$ cat src/rtl/ght_ram.sv
// Generic simple dual-port RAM with one write port and a registered read port.
// No dependencies.
`default_nettype none

module ght_ram #(
    parameter int WIDTH = 16,
    parameter int DEPTH = 16
) (
    input  wire logic                                  i_clk,
    input  wire logic                                  i_wr_en,
    input  wire logic [((DEPTH > 1) ? $clog2(DEPTH) : 1)-1:0] i_wr_addr,
    input  wire logic [WIDTH-1:0]                      i_wr_data,
    input  wire logic                                  i_rd_en,
    input  wire logic [((DEPTH > 1) ? $clog2(DEPTH) : 1)-1:0] i_rd_addr,
    output logic      [WIDTH-1:0]                      o_rd_data
);
    logic [WIDTH-1:0] r_mem [DEPTH];

    always_ff @(posedge i_clk) begin
        if (i_wr_en) begin
            r_mem[i_wr_addr] <= i_wr_data;
        end
        if (i_rd_en) begin
            o_rd_data <= r_mem[i_rd_addr];
        end
    end
endmodule

`default_nettype wire

$ cat config.mk
export PLATFORM = sky130hd
export DESIGN_NAME = ght_ram
export DESIGN_NICKNAME = d
export VERILOG_FILES = /design/src/rtl/ght_ram.sv
export SDC_FILE = /design/constraint.sdc
export NUM_CORES = 1
export LEC_CHECK = 0
export BUFFER_PORTS_ARGS = -buffer_cell sky130_fd_sc_hd__buf_2
export CAP_MARGIN = 25
export CORE_MARGIN = 1.5
export CORE_UTILIZATION = 35
export DETAILED_ROUTE_END_ITERATION = 10
export HOLD_SLACK_MARGIN = 0.12
export SLEW_MARGIN = 10
export SYNTH_ARGS = -nofsm -noshare
export SYNTH_HDL_FRONTEND = slang
export SYNTH_SLANG_ARGS = --single-unit
$ cat constraint.sdc
create_clock -name i_clk -period 2.8 [get_ports i_clk]
set_input_delay 0.42 -clock i_clk [delete_from_list [all_inputs] [get_ports i_clk]]
set_output_delay 0.42 -clock i_clk [all_outputs]
set_load 0.02 [all_outputs]
==> run_results.csv <==
group,metric,value,unit
clock_tree,clock_path_buffers,3,
yosys,yosys.cell_types.count,18,
timing,tightest_slew,756.2,ps
clock_tree,cts.sinks,272,
place,place_congestion,0.7023,
power,post-layout-total-power,0.008900,W
critical_path,r2r-start,"r_mem[9][11]",
yosys,ys_seq_elements,272,
yosys,netlist_area,10200,µm²
final_layout,layout.filler_cells,2495,
critical_path,worstPathCellList,"buf_2",
yosys,yosysMostFrequentCell,"edfxtp_1",
hold_path,worstHoldPathType,"primary input to register",
power,power.net_switching,0.001718,W
power,p_int,0.007182,W
power,seq_power_share,51.8,%
timing,layout_min_cycle_time,1576,ps
power,power_frac_comb,4.7,%
floorplanning,dieHeight,173.7,µm
critical_path,path_buf_inv,1,
yosys,synth_fp_nets,459,
global_route,grt-ovfl-total,0,
hold_path,timing.hold.worst_path_depth,1,
floorplanning,dieArea,30190,µm²
yosys,synthAdderAreaFrac,0,%
critical_path,top_cell_family_by_delay_on_the_critical_path,"flip-flops",
detailed_routing,wire_per_inst,23.45,µm
status,run_status,"complete, no violations",
clock_tree,cts_resized,0,
yosys,synth_simple_gate_area_share,1.888,%
global_route,grt_usage,14.24,%
critical_path,critical-path-max-stage-delay,440,ps
final_layout,finish.instance_area,12000,µm²
final_layout,post_route_cells_drive_above_1_share,33.46,%
critical_path,crit_slowest_cell,"edfxtp_1",
detailed_routing,drt_pre_antenna_iters,4,
floorplanning,core.rowCount,62,
critical_path,start_kind,"register",
floorplanning,die_width,173.7,µm
timing,slew_headroom,49.59,%
final_layout,finish.net_count,533,
detailed_routing,vias_per_cell,5.157,
clock_tree,ctsHoldBuffers,0,
yosys,synthArstFlopShare,0,%
critical_path,worstPathMaxFanout,1,
place,dpl_cell_area,11020,µm²
timing,finalHoldViolations,0,
timing,max_freq,634.3,MHz
critical_path,criticalPathCategory,"register to output port",
yosys,synth_compound_area_share,2.354,%
power,power_switching_share,19.30,%
timing,report.final.setup_viol,0,
power,p_clk_share,43.5,%
floorplanning,initial_utilization,35.55,%
timing,grt_setup_unrepaired,"no",
power,power_density,741.6,nW/µm²
yosys,synth_enable_flop_cells,272,
yosys,total_of_warnings_raised_by_yosys,0,
power,leakagePower,3.857,nW
detailed_routing,routed_wirelength,21340,µm
detailed_routing,detail-route-antenna-nets,0,
place,port-buffer-count,42,
global_route,grt_first_pass_wirelength,31500,µm
yosys,synth.top_cells.by_count,"edfxtp_1, mux4_2, a22oi_1",
yosys,yosysTopAreaCell,"edfxtp_1",
detailed_routing,vias,4693,
yosys,ys_top_cells_by_area,"edfxtp_1, mux4_2, mux4_1",
clock_tree,clk_root_buffer_cell,"clkbuf_16",
global_route,antenna_violations_before_repair,1,
final_layout,antenna-diode-count,0,
clock_tree,path_clk_slew,60,ps
global_route,vias_in_the_first_global_route,4821,
yosys,synthesis.instances,432,
critical_path,critical_path.endpoint_type,"output port",
clock_tree,cts_max_level,1,
job,drv_cap,0,
timing,layout_worst_path_cycle_share,56.30,%
detailed_routing,drt-initial-drc-count,423,
clock_tree,tritoncts,"yes",
floorplanning,core_area,28700,µm²
critical_path,timing.reg2reg.worst_path_depth,3,
detailed_routing,post-route-drc-count,0,
place,hpwl,11040,µm
yosys,dominant_combinational_cell_family_by_area_after_synthesis,"multiplexers",
yosys,post_synth_xor_area_fraction,0,%
hold_path,hold_path.startpoint,"i_wr_data[4]",
clock_tree,post_cts_repair_setup_buffers,0,
clock_tree,insertion_delay,520,ps
timing,fin_worst_hold_slack,263.7,ps
critical_path,r2r_end,"o_rd_data[11]",
yosys,synthDominantCellAreaShare,80.05,%
yosys,synth_seq_area_share,80.05,%
critical_path,worst_ep_arrival_time,1160,ps
clock_tree,tritoncts.num_buffers,28,
yosys,synth_mux_area_share,14.49,%
timing,fin_worst_skew,11.52,ps
critical_path,timing.reg2reg.setup_slack,1320,ps
global_route,grt_start_max_net_pins,65,
hold_path,timing.hold.worst_endpoint,"r_mem[7][4]",
critical_path,data_required_time_at_the_worst_endpoint,2380,ps
power,worst_ir_drop_vdd,0.0004959,V
floorplanning,pin_count,43,
timing,final_max_slew_viol_count,0,
timing,fin_setup_tns,0,ps
yosys,most_instantiated_flip_flop_cell_in_the_synthesis_netlist,"edfxtp_1",
yosys,syn_avg_cell_area,23.62,µm²
final_layout,area_growth_syn_to_layout,17.61,%
sequential cells by signal, indices dropped and copies added, names as in the netlist:
| name | cells |
|---|---|
| o_rd_data | 16 |
| r_mem | 256 |
logic make-up after synthesis:
kind of cell    count (synthesis)
simple gates                   43
compound gates                 32
flops                         272
buf+inv                        21
mux                            64
cell usage in the layout, fill, tap and decap left out, types with 4 or more instances in the layout:
cell type / Yosys / layout
edfxtp_1: 272 / 272
mux4_2: 54 / 54
buf_2: 3 / 41
a22oi_1: 32 / 32
clkbuf_16: 0 / 29
buf_4: 3 / 22
nand2_1: 17 / 17
nor2_2: 0 / 12
mux4_1: 10 / 10
clkinv_1: 0 / 7
bufinv_16: 0 / 6
nor3_2: 0 / 4
power groups by stage:
stage	clock [W]	sequential (W)	combinational (W)
2_1_floorplan	0	0.00472	0.000222
3_3_place_gp	0	0.00469	0.000413
3_5_place_dp	0	0.00470	0.000424
4_1_cts	0.00395	0.00461	0.000425
5_1_grt	0.00411	0.00462	0.000451
6_report	0.00387	0.00461	0.000417
metrics by stage:
stage	utilization, %	cells	worst slack [ps]
final	41.81	910	1224
after global routing	41.81	910	1116
after CTS	41.81	910	1193
after detailed placement	38.40	860	666.5
after global placement	38.40	860	672.8
after floorplan	-	432	324.9
per-layer routing:
| metal | wire length (µm) | part of all wire, % | track usage, % | vias up |
|---|---|---|---|---|
| met5 | 17 | 0.080 | 0 | - |
| met4 | 304 | 1.4 | 3.053 | 2 |
| met3 | 1569 | 7.4 | 2.456 | 30 |
| met2 | 10110 | 47 | 22.30 | 154 |
| met1 | 9342 | 44 | 20.98 | 2508 |
| li1 | - | - | - | 1999 |
layout make-up:
| type | count | area [µm²] | area share (%) |
|---|---|---|---|
| clock buffer | 32 | 737.0 | 6.141 |
| clock inverter | 18 | 242.7 | 2.023 |
| sequential | 272 | 8168 | 68.06 |
| timing repair buffer | 65 | 410.4 | 3.420 |
| multi-input combinational | 139 | 1962 | 16.35 |
| tap | 384 | 480.5 | 4.004 |
how the worst max path moves through the flow:
stage | startpoint | end | slack (ps) | cells after the start
6_report | o_rd_data[5] | o_rd_data[5] | 1220 | 1
5_1_grt | i_rd_addr[0] | o_rd_data[1] | 1120 | 5
4_1_cts | o_rd_data[8] | o_rd_data[8] | 1190 | 1
3_5_place_dp | i_rd_addr[0] | o_rd_data[1] | 670 | 5
3_3_place_gp | i_rd_addr[0] | o_rd_data[4] | 670 | 5
2_1_floorplan | i_wr_addr[2] | r_mem[0][0] | 320 | 2
(Power assumes the default switching activity.)
